$ cat config.mk
export PLATFORM = sky130hd
export DESIGN_NAME = dual_image_boot_selector
export DESIGN_NICKNAME = d
export VERILOG_FILES = /design/src/dibs_pkg.sv /design/src/dual_image_boot_selector.sv /design/src/dibs_front.sv /design/src/dibs_queue.sv /design/src/dibs_back.sv
export SDC_FILE = /design/constraint.sdc
export NUM_CORES = 1
export LEC_CHECK = 0
export ABC_AREA = 0
export BUFFER_PORTS_ARGS = -buffer_cell sky130_fd_sc_hd__buf_2
export CORE_UTILIZATION = 43
export DETAILED_ROUTE_END_ITERATION = 7
export MAX_ROUTING_LAYER = met4
export PLACE_DENSITY = 0.61
export SETUP_SLACK_MARGIN = 0.1
export SLEW_MARGIN = 25
export SYNTH_ARGS = -nofsm -noshare
export SYNTH_HDL_FRONTEND = slang
export SYNTH_HIERARCHICAL = 1
export SYNTH_SLANG_ARGS = --single-unit
$ cat constraint.sdc
create_clock -name clk -period 12 [get_ports clk]
set_input_delay 1.2 -clock clk [delete_from_list [all_inputs] [get_ports clk]]
set_output_delay 1.2 -clock clk [all_outputs]
set_load 0.05 [all_outputs]
$ cat src/dibs_pkg.sv
package dibs_pkg;

  // CRC-32 as used by zlib: reflected, polynomial 0xEDB88320.
  localparam logic [31:0] CRC_POLY   = 32'hEDB88320;
  localparam logic [31:0] ALL_ONES   = 32'hFFFFFFFF;
  localparam logic [31:0] ALL_ZEROS  = 32'h00000000;

  // Size of one flash slot in bytes; a header size must stay below it.
  localparam logic [31:0] SLOT_BYTES = 32'd65536;

  // Configuration register indexes.
  localparam int CFG_IDX_W = 3;
  localparam logic [CFG_IDX_W-1:0] REG_MAIN_VERSION      = 3'd0;
  localparam logic [CFG_IDX_W-1:0] REG_MAIN_SIZE         = 3'd1;
  localparam logic [CFG_IDX_W-1:0] REG_MAIN_STORED_CRC   = 3'd2;
  localparam logic [CFG_IDX_W-1:0] REG_BACKUP_VERSION    = 3'd3;
  localparam logic [CFG_IDX_W-1:0] REG_BACKUP_SIZE       = 3'd4;
  localparam logic [CFG_IDX_W-1:0] REG_BACKUP_STORED_CRC = 3'd5;

  // Item opcodes and slot codes.
  localparam logic OP_BYTE     = 1'b0;
  localparam logic OP_DECIDE   = 1'b1;
  localparam logic SLOT_MAIN   = 1'b0;
  localparam logic SLOT_BACKUP = 1'b1;

  // A classified command as it travels from the front through the queue.
  typedef struct packed {
    logic       decide;
    logic       slot;
    logic [7:0] data;
  } cmd_t;

  // One byte of the reflected CRC update, eight shift steps unrolled.
  function automatic logic [31:0] crc_byte(input logic [31:0] acc, input logic [7:0] data);
    logic [31:0] c;
    c = acc ^ {24'h000000, data};
    for (int b = 0; b < 8; b++) begin
      c = c[0] ? ((c >> 1) ^ CRC_POLY) : (c >> 1);
    end
    return c;
  endfunction

  // A header is plausible if neither word is blank or erased and the size fits the slot.
  function automatic logic header_plausible(input logic [31:0] version,
                                            input logic [31:0] size);
    return (version != ALL_ZEROS) && (version != ALL_ONES) &&
           (size != ALL_ZEROS) && (size != ALL_ONES) && (size < SLOT_BYTES);
  endfunction

endpackage

$ cat src/dual_image_boot_selector.sv
// Channel   Direction  Handshake            Payload
// item      in         item_valid/stall     opcode, slot, data_byte
// verdict   out        verdict_valid/stall  main_ok, backup_ok, main_crc, backup_crc,
//                                           copy_backup
// cfg       in         cfg_valid/ready      cfg_index, cfg_data
//
// An item is taken every cycle unless item_stall is high; the byte-wide CRC sets that rate.
// A decide item passes the front register and the queue before its verdict is registered.
// rst is synchronous and active high; it empties the front register, the queue and the
// verdict register, restarts both CRCs and clears the registers. A stalled verdict holds
// back a decide item and everything queued behind it; byte items ahead of it keep draining,
// and input stalls once the queue and the front register fill.
module dual_image_boot_selector #(
  parameter int QUEUE_DEPTH = 4
) (
  input  logic                           clk,
  input  logic                           rst,
  input  logic                           item_valid,
  output logic                           item_stall,
  input  logic                           opcode,
  input  logic                           slot,
  input  logic [7:0]                     data_byte,
  input  logic                           cfg_valid,
  output logic                           cfg_ready,
  input  logic [dibs_pkg::CFG_IDX_W-1:0] cfg_index,
  input  logic [31:0]                    cfg_data,
  output logic                           verdict_valid,
  input  logic                           verdict_stall,
  output logic                           main_ok,
  output logic                           backup_ok,
  output logic [31:0]                    main_crc,
  output logic [31:0]                    backup_crc,
  output logic                           copy_backup
);

  logic           push_valid;
  dibs_pkg::cmd_t push_cmd;
  logic           q_full;
  logic           q_valid;
  dibs_pkg::cmd_t q_cmd;
  logic           q_pop;

  // Front end: accept and classify.
  dibs_front u_front (
    .clk        (clk),
    .rst        (rst),
    .item_valid (item_valid),
    .item_stall (item_stall),
    .opcode     (opcode),
    .slot       (slot),
    .data_byte  (data_byte),
    .push_valid (push_valid),
    .push_cmd   (push_cmd),
    .q_full     (q_full)
  );

  // Command queue between the two halves.
  dibs_queue #(
    .DEPTH (QUEUE_DEPTH)
  ) u_queue (
    .clk        (clk),
    .rst        (rst),
    .push_valid (push_valid),
    .push_cmd   (push_cmd),
    .full       (q_full),
    .pop_valid  (q_valid),
    .pop_cmd    (q_cmd),
    .pop        (q_pop)
  );

  // Back end: CRC engines, registers and verdict.
  dibs_back u_back (
    .clk           (clk),
    .rst           (rst),
    .cfg_valid     (cfg_valid),
    .cfg_ready     (cfg_ready),
    .cfg_index     (cfg_index),
    .cfg_data      (cfg_data),
    .q_valid       (q_valid),
    .q_cmd         (q_cmd),
    .q_pop         (q_pop),
    .verdict_valid (verdict_valid),
    .verdict_stall (verdict_stall),
    .main_ok       (main_ok),
    .backup_ok     (backup_ok),
    .main_crc      (main_crc),
    .backup_crc    (backup_crc),
    .copy_backup   (copy_backup)
  );

endmodule

$ cat src/dibs_front.sv
module dibs_front (
  input  logic             clk,
  input  logic             rst,
  input  logic             item_valid,
  output logic             item_stall,
  input  logic             opcode,
  input  logic             slot,
  input  logic [7:0]       data_byte,
  output logic             push_valid,
  output dibs_pkg::cmd_t   push_cmd,
  input  logic             q_full
);

  logic           held;
  dibs_pkg::cmd_t held_cmd;

  // The holding register drains into the queue whenever the queue has room.
  assign item_stall = held && q_full;
  assign push_valid = held;
  assign push_cmd   = held_cmd;

  always_ff @(posedge clk) begin
    if (rst) begin
      held <= 1'b0;
    end else if (!item_stall) begin
      held <= item_valid;
    end
  end

  // Classify the beat: a decide item carries no byte or slot.
  always_ff @(posedge clk) begin
    if (item_valid && !item_stall) begin
      held_cmd.decide <= (opcode == dibs_pkg::OP_DECIDE);
      held_cmd.slot   <= (opcode == dibs_pkg::OP_DECIDE) ? dibs_pkg::SLOT_MAIN : slot;
      held_cmd.data   <= (opcode == dibs_pkg::OP_DECIDE) ? 8'h00 : data_byte;
    end
  end

endmodule

$ cat src/dibs_queue.sv
module dibs_queue #(
  parameter int DEPTH = 4
) (
  input  logic             clk,
  input  logic             rst,
  input  logic             push_valid,
  input  dibs_pkg::cmd_t   push_cmd,
  output logic             full,
  output logic             pop_valid,
  output dibs_pkg::cmd_t   pop_cmd,
  input  logic             pop
);

  localparam int PTR_W = (DEPTH > 1) ? $clog2(DEPTH) : 1;
  localparam int CNT_W = $clog2(DEPTH + 1);

  dibs_pkg::cmd_t     entries [DEPTH];
  logic [PTR_W-1:0]   wr_ptr;
  logic [PTR_W-1:0]   rd_ptr;
  logic [CNT_W-1:0]   count;
  logic               do_push;
  logic               do_pop;

  assign full      = (count == CNT_W'(DEPTH));
  assign pop_valid = (count != '0);
  assign pop_cmd   = entries[rd_ptr];
  assign do_push   = push_valid && !full;
  assign do_pop    = pop && pop_valid;

  // Pointers wrap at the depth, which need not be a power of two.
  always_ff @(posedge clk) begin
    if (rst) begin
      wr_ptr <= '0;
      rd_ptr <= '0;
      count  <= '0;
    end else begin
      if (do_push) begin
        wr_ptr <= (wr_ptr == PTR_W'(DEPTH - 1)) ? '0 : wr_ptr + 1'b1;
      end
      if (do_pop) begin
        rd_ptr <= (rd_ptr == PTR_W'(DEPTH - 1)) ? '0 : rd_ptr + 1'b1;
      end
      if (do_push && !do_pop) begin
        count <= count + 1'b1;
      end else if (do_pop && !do_push) begin
        count <= count - 1'b1;
      end
    end
  end

  // Entry storage.
  always_ff @(posedge clk) begin
    if (do_push) begin
      entries[wr_ptr] <= push_cmd;
    end
  end

endmodule

$ cat src/dibs_back.sv
module dibs_back (
  input  logic                           clk,
  input  logic                           rst,
  input  logic                           cfg_valid,
  output logic                           cfg_ready,
  input  logic [dibs_pkg::CFG_IDX_W-1:0] cfg_index,
  input  logic [31:0]                    cfg_data,
  input  logic                           q_valid,
  input  dibs_pkg::cmd_t                 q_cmd,
  output logic                           q_pop,
  output logic                           verdict_valid,
  input  logic                           verdict_stall,
  output logic                           main_ok,
  output logic                           backup_ok,
  output logic [31:0]                    main_crc,
  output logic [31:0]                    backup_crc,
  output logic                           copy_backup
);

  logic [31:0] main_version;
  logic [31:0] main_size;
  logic [31:0] main_stored_crc;
  logic [31:0] backup_version;
  logic [31:0] backup_size;
  logic [31:0] backup_stored_crc;
  logic [31:0] main_crc_acc;
  logic [31:0] backup_crc_acc;

  logic        out_free;
  logic        do_byte;
  logic        do_decide;
  logic        m_plaus;
  logic        b_plaus;
  logic [31:0] m_crc;
  logic [31:0] b_crc;
  logic        m_ok;
  logic        b_ok;
  logic        copy;

  assign cfg_ready = 1'b1;

  // Register writes; an index past the list is dropped.
  always_ff @(posedge clk) begin
    if (rst) begin
      main_version      <= '0;
      main_size         <= '0;
      main_stored_crc   <= '0;
      backup_version    <= '0;
      backup_size       <= '0;
      backup_stored_crc <= '0;
    end else if (cfg_valid && cfg_ready) begin
      case (cfg_index)
        dibs_pkg::REG_MAIN_VERSION:      main_version      <= cfg_data;
        dibs_pkg::REG_MAIN_SIZE:         main_size         <= cfg_data;
        dibs_pkg::REG_MAIN_STORED_CRC:   main_stored_crc   <= cfg_data;
        dibs_pkg::REG_BACKUP_VERSION:    backup_version    <= cfg_data;
        dibs_pkg::REG_BACKUP_SIZE:       backup_size       <= cfg_data;
        dibs_pkg::REG_BACKUP_STORED_CRC: backup_stored_crc <= cfg_data;
        default: ;
      endcase
    end
  end

  // Byte commands never wait; a decide waits until the verdict register is free.
  assign out_free  = !verdict_valid || !verdict_stall;
  assign q_pop     = q_valid && (!q_cmd.decide || out_free);
  assign do_byte   = q_pop && !q_cmd.decide;
  assign do_decide = q_pop && q_cmd.decide;

  // Verdict from headers, finished CRCs and versions.
  always_comb begin
    m_plaus = dibs_pkg::header_plausible(main_version, main_size);
    b_plaus = dibs_pkg::header_plausible(backup_version, backup_size);
    m_crc   = m_plaus ? ~main_crc_acc : dibs_pkg::ALL_ZEROS;
    b_crc   = b_plaus ? ~backup_crc_acc : dibs_pkg::ALL_ZEROS;
    m_ok    = m_plaus && (m_crc == main_stored_crc);
    b_ok    = b_plaus && (b_crc == backup_stored_crc);
    if (m_ok && b_ok) begin
      copy = main_version < backup_version;
    end else begin
      copy = b_ok && !m_ok;
    end
  end

  // Running CRCs; a decide restarts both.
  always_ff @(posedge clk) begin
    if (rst) begin
      main_crc_acc   <= dibs_pkg::ALL_ONES;
      backup_crc_acc <= dibs_pkg::ALL_ONES;
    end else if (do_decide) begin
      main_crc_acc   <= dibs_pkg::ALL_ONES;
      backup_crc_acc <= dibs_pkg::ALL_ONES;
    end else if (do_byte) begin
      if (q_cmd.slot == dibs_pkg::SLOT_BACKUP) begin
        backup_crc_acc <= dibs_pkg::crc_byte(backup_crc_acc, q_cmd.data);
      end else begin
        main_crc_acc <= dibs_pkg::crc_byte(main_crc_acc, q_cmd.data);
      end
    end
  end

  // Verdict output register.
  always_ff @(posedge clk) begin
    if (rst) begin
      verdict_valid <= 1'b0;
    end else if (do_decide) begin
      verdict_valid <= 1'b1;
    end else if (!verdict_stall) begin
      verdict_valid <= 1'b0;
    end
  end

  always_ff @(posedge clk) begin
    if (do_decide) begin
      main_ok     <= m_ok;
      backup_ok   <= b_ok;
      main_crc    <= m_crc;
      backup_crc  <= b_crc;
      copy_backup <= copy;
    end
  end

endmodule

== Word-level counts from Yosys, hierarchy flattened ==
Memory sizes are Yosys's and may differ from the RTL's. A register that Yosys moved wholly into a read port is not among the register bits.
Index checks and enable logic that the tools add are counted.
Word-level totals
  flip-flop bits (word level): 342
  bits in writable memories: 40
  input bits: 50
  output and inout bits: 70
  word-level logic and storage cells: 141
  memories: 1
Cells by class
  $add $sub $neg: 4
  order comparisons: 3
  eq/ne operators: 15
  muxes and demuxes: 29
  bitwise gates (word level): 21
  reductions and logical operators: 47
Memory list
  u_queue.entries: depth 4, bits a word 10, read ports 1, clocked after Yosys merged registers in 1, write ports 1, RTL line dibs_queue.sv:17  | dibs_pkg::cmd_t entries [DEPTH];
Operators by type and width (number)
  $mux W32: 18
  $not A13 Y14: 16
  $ne A32 B32 Y1 const B: 4
  $reduce_bool A32 Y1: 4
  $eq A32 B32 Y1: 2
  $lt A32 B17 Y1 const B: 2
  $not A32 Y32: 2
  $xor A32 B8 Y32: 2
  $lt A32 B32 Y1: 1
  $logic_and A1 B1 Y1: 21
  $reduce_and A2 Y1: 8
  $eq A3 B3 Y1 const B: 3
  $logic_not A1 Y1: 8
  $mux W2: 4
  $eq A3 B2 Y1 const B: 2
  $mux W3: 2
  $mux W1: 5
  $add A2 B1 Y2 const B: 2
  $eq A2 B2 Y1 const B: 2
  $add A3 B1 Y3 const B: 1
  $eq A3 B1 Y1 const B: 1
  $logic_not A3 Y1: 1
  $reduce_bool A3 Y1: 1
  $sub A3 B1 Y3 const B: 1
  other kinds (5): 6

== Logic depth before layout (Yosys ltp) ==
  depth in word-level cells: 17
  depth in mapped cells: 11
  depth with buffers taken out: 11

== Modules after synthesis ==
The synthesis kept the hierarchy.
Modules (own cells, without submodules)
  dibs_back: instances 1, cells each 1697, area an instance 14764.2 µm², sequential area each 7156.9 µm²
  dibs_queue: instances 1, cells each 102, area an instance 1955.6 µm², sequential area each 1381.3 µm²
  dibs_front: instances 1, cells each 24, area an instance 402.9 µm², sequential area each 320.3 µm²

== Least setup slack after synthesis ==
Ideal clock, no wire load.
  path type: input port to flip-flop
  from: input verdict_stall
  to: register u_back.main_crc_acc[30]
  setup time: 0.080 ns
  data arrival time: 5.638 ns
  required time: 11.920 ns
  setup slack: 6.282 ns
  cell stages on the path: 4
  buffers on the path: 1
  cells stage by stage: a21oi_1 nor2_1 clkbuf_1 o211ai_1
Between the ends
  word-level cells in the longest chain between the ends: 6
  elaborated cells between the ends (all ways): 8
  classes of those cells: reduce/logical (8)
RTL lines
  from (decl): RTL line dual_image_boot_selector.sv:28  | input logic verdict_stall,
  $logic_not A1 Y1 *: RTL line dibs_back.sv:65  | assign out_free = !verdict_valid || !verdict_stall;
  $logic_or A1 B1 Y1 *: RTL line dibs_back.sv:65
  $logic_or A1 B1 Y1 *: RTL line dibs_back.sv:66  | assign q_pop = q_valid && (!q_cmd.decide || out_free);
  $logic_and A1 B1 Y1 *: RTL line dibs_back.sv:66
  $logic_and A1 B1 Y1 (on tied branches): RTL line dibs_back.sv:67, dibs_back.sv:68
  $reduce_and A2 Y1 (no source line) or $reduce_or A2 Y1 (tied branches)
  to (signal assigned): RTL line dibs_back.sv:88  | main_crc_acc <= dibs_pkg::ALL_ONES;
  to (signal assigned): RTL line dibs_back.sv:91  | main_crc_acc <= dibs_pkg::ALL_ONES;
  to (signal assigned): RTL line dibs_back.sv:97  | main_crc_acc <= dibs_pkg::crc_byte(main_crc_acc, q_cmd.data);
  to (decl): RTL line dibs_back.sv:26  | logic [31:0] main_crc_acc;
Mark *: on every way between the ends. The rest lies on a longest branch, timed or not.
A chain may end at the register's enable or synchronous reset.

==> impl_results.md <==
- Status: finished, final reports clean
- # hold bufs at CTS: 0
- Final setup viols: 0
- Net Count, Synth: between 1500 and 2000
- Final hold slack: 0.470 ns
- Internal: 3.20 mW
- Sequential share of power: 0.335
- Register-to-register setup slack: about 8.5 ns
- Crit path launch type: flop
- Async SR Flop Fraction: 0
- Mean Syn Cell Area: approximately 9.4 um^2
- Total negative slack: 0 ns
- Num CTS Buffers: 41
- Area delta synth->final: 13.7%
- Setup Skew: between 0.015 and 0.02 ns
- Post-synth EDFFs: approximately 120
- Post-synth top flop: dfxtp_1
- Highest-count cells in the layout ignoring fill and taps: 465 x nand2_1, 267 x dfxtp_1, 210 x a21oi_1, 117 x buf_2, 117 x edfxtp_1
- CP Capture Point: u_back/main_crc_acc[19]
- Max cap viols: 0
- Setup CP Type: flop to flop
- Hold WC Path Type: flop to flop
- Initial antenna violation count: 0
- Final ANT Viol Nets: 0
- Routed WL: roughly 48 mm
- Mapped Area: about 17000 um^2
- Pins Over Slew Limit: 0
- Die Ht: between 200 and 250 um
- Final Critical Period: 3.45 ns
- Final Wtd Congestion: between 0.9 and 1
- Endpoints failing hold: 0
- Worst slew pin tran: about 0.86 ns
- Layout Nets: between 1500 and 2000
- Worst reg2reg endpoint: u_back/main_crc_acc[19]
- CP max stage delay: about 0.8 ns
- Clock Latency Late Sink: about 0.56 ns
- IO Pins: 120
- #FFs+latches synth: between 300 and 400
- CP max stage cell: dfxtp_1
- Inst Count DP: between 2000 and 2500
- Row cnt: between 70 and 80
- Synthesis Warnings: 6
- Cell Chain, Critical Path: mux4_2, nand2_1, a21oi_4, buf_4, nor2_4, buf_4, o211ai_1
- DRT iter0 DRCs: 1185
- Vias in the first global route: approximately 13000
- Final HPWL DP: approximately 32 mm
- Fillers: between 3000 and 4000
- Die width: between 200 and 250 um
- CTS Buffer Depth: 3
- CTS tree: built
- Total grt overflow: 0
- Unrepaired setup endpoints after global routing: no
- Sw frac: 0.395
- Yosys cell types: approximately 70
- CTS sink cnt: approximately 380
- Vias per cell: between 5 and 6
- Root buf cell: clkbuf_16
- Cell Pwr Density: around 270 nW/um^2
- Clk network pwr share: 0.244
- Commonest non-fill, non-tap cell in the layout: nand2_1
- Most used cell, CP: buf_4
- DRC: 0
- Cts repair resizes: 0
- R2R cell count: 7
- Largest net degree at the start of global routing: 81
- Clock slew at reported path FFs: about 0.06 ns
- Non-Filler Instances: around 2400
- Crit path DAT: approximately 3.9 ns
- Combinational share of power: 0.421
- Post-CTS setup buffer count: 0
- Max frequency: 290 MHz
- Fin crit share: 0.288
- Initial Utilization: 0.440
- Synth Instances: around 1800
- DIE AREA: 40600 um^2
- Leakage: just under 7 nW
- Placeable Area: just under 40000 um^2
- Peak VDD IR: between 150 and 200 uV
- ANT cells: 0
- WP data required: ~12 ns
- Total GRT Usage: 0.242
- Buffers on Ports: approximately 120
- Switching pwr: about 2.1 mW
- Ratio of cells with drive above 1 in the final layout: 0.123
- Drt wl/cell: between 15 and 20 um
- CTS H-tree depth: 2
- TritonRoute pass-1 iters: 5
- Max-slew headroom: 0.425
- First-pass GRT wire length: roughly 74 mm
- Critical Path Fanout Max: just under 70
- Seq/Total Area, Yosys: 0.517
- Vias: between 10000 and 15000
- Critical Path Sink Type: flop
[area by class of cell]
cell class / count / area, um^2 / share of cell area
flip-flops and latches: 384 / 8860 / 0.455
multi-input cells: 1300 / 7730 / 0.397
inverters: 41 / 180 / 0.00926
clock buffers: 58 / 1190 / 0.0613
clock inverters: 18 / 183 / 0.00938
well taps: 518 / 648 / 0.0333
repair buffers: 128 / 672 / 0.0345
[stage by stage]
stage	utilization	instance area, um^2	worst slack (ns)	total power [mW]
after global placement	0.464	18100	8.54	4.01
final	0.500	19500	8.55	5.29
after detailed placement	0.465	18100	8.47	4.02
after global routing	0.500	19500	8.21	5.57
after floorplan	-	17100	6.28	3.55
after CTS	0.500	19500	8.45	5.32
[cell families after synthesis]
family / Yosys count / synth area share
simple gates: 722 / 0.187
flops: 384 / 0.517
compound gates: 347 / 0.122
xor+xnor: 176 / 0.0948
buf+inv: 139 / 0.0337
fa+ha+maj: 38 / 0.0282
mux: 16 / 0.0169
other cells: 1 / 0.000219
[registers in the layout, indices dropped and copies added (netlist names), 2 cells and up, named ones only]
| name | count |
|---|---|
| u_front/push_cmd | 10 |
| u_back/main_version | 32 |
| u_back/main_crc_acc | 32 |
| u_back/backup_version | 32 |
| u_back/backup_stored_crc | 32 |
| u_queue/wr_ptr | 2 |
| u_queue/entries | 40 |
| u_back/backup_size | 32 |
| u_back/main_size | 32 |
| u_back/main_crc | 32 |
| u_back/backup_crc_acc | 32 |
| u_back/backup_crc | 32 |
| u_queue/rd_ptr | 2 |
| u_back/main_stored_crc | 32 |
| u_queue/count | 3 |
[per-layer routing]
layer,vias to the layer above,GRT usage,wire length [um]
li1,6447,-,-
met1,6433,0.331,22000
met2,350,0.372,21900
met3,73,0.0340,2560
met4,0,0.0722,1100
met5,-,-,0
[power groups by stage]
stage	clock (mW)	sequential [mW]	combinational, mW
CTS	1.32	1.78	2.23
floorplan	0	2.01	1.55
global placement	0	1.80	2.21
global route	1.37	1.79	2.41
finish	1.29	1.77	2.23
detailed placement	0	1.80	2.22
[worst min-delay path by stage]
stage	startpoint	end	slack [ns]	depth (start not counted)
floorplan	u_back/main_stored_crc[24]	u_back/main_stored_crc[24]	0.44	2
global placement	u_back/main_stored_crc[7]	u_back/main_stored_crc[7]	0.45	2
detailed placement	u_back/backup_stored_crc[7]	u_back/backup_stored_crc[7]	0.46	2
CTS	u_back/main_stored_crc[2]	u_back/main_stored_crc[2]	0.47	2
global route	u_back/backup_stored_crc[0]	u_back/backup_stored_crc[0]	0.48	2
finish	u_back/backup_stored_crc[20]	u_back/backup_stored_crc[20]	0.47	2
[critical path: cells and delay by family (launching register included)]
| family | cells | cell delay (ns) |
|---|---|---|
| buffers and inverters | 2 | 0.83 |
| flip-flops | 1 | 0.79 |
| AO/OA/AOI/OAI | 2 | 0.19 |
| AND/OR/NAND/NOR | 2 | 0.83 |
| multiplexers | 1 | 0.63 |
[synth_stat cells, drive strengths merged, types with 5 or more instances]
| library cell | instances | share of area |
|---|---|---|
| nand2 | 467 | 0.10 |
| dfxtp | 267 | 0.31 |
| a21oi | 212 | 0.062 |
| edfxtp | 117 | 0.21 |
| xnor2 | 115 | 0.062 |
| clkbuf | 90 | 0.020 |
| nor2 | 89 | 0.021 |
| o211ai | 65 | 0.028 |
| xor2 | 61 | 0.033 |
| nand4 | 50 | 0.019 |
| nor4 | 46 | 0.017 |
| inv | 39 | 0.0085 |
| ha | 37 | 0.027 |
| o21ai | 21 | 0.0061 |
| nor2b | 15 | 0.0056 |
| nand3 | 13 | 0.0038 |
| a21o | 10 | 0.0044 |
| mux4 | 10 | 0.013 |
| and3 | 9 | 0.0033 |
| buf | 8 | 0.0034 |
| or3 | 7 | 0.0026 |
| or4bb | 7 | 0.0046 |
| o22ai | 6 | 0.0022 |
| a211oi | 5 | 0.0022 |
| a221oi | 5 | 0.0026 |
| a31oi | 5 | 0.0018 |
| nor3 | 5 | 0.0018 |
(Power assumes the default switching activity.)
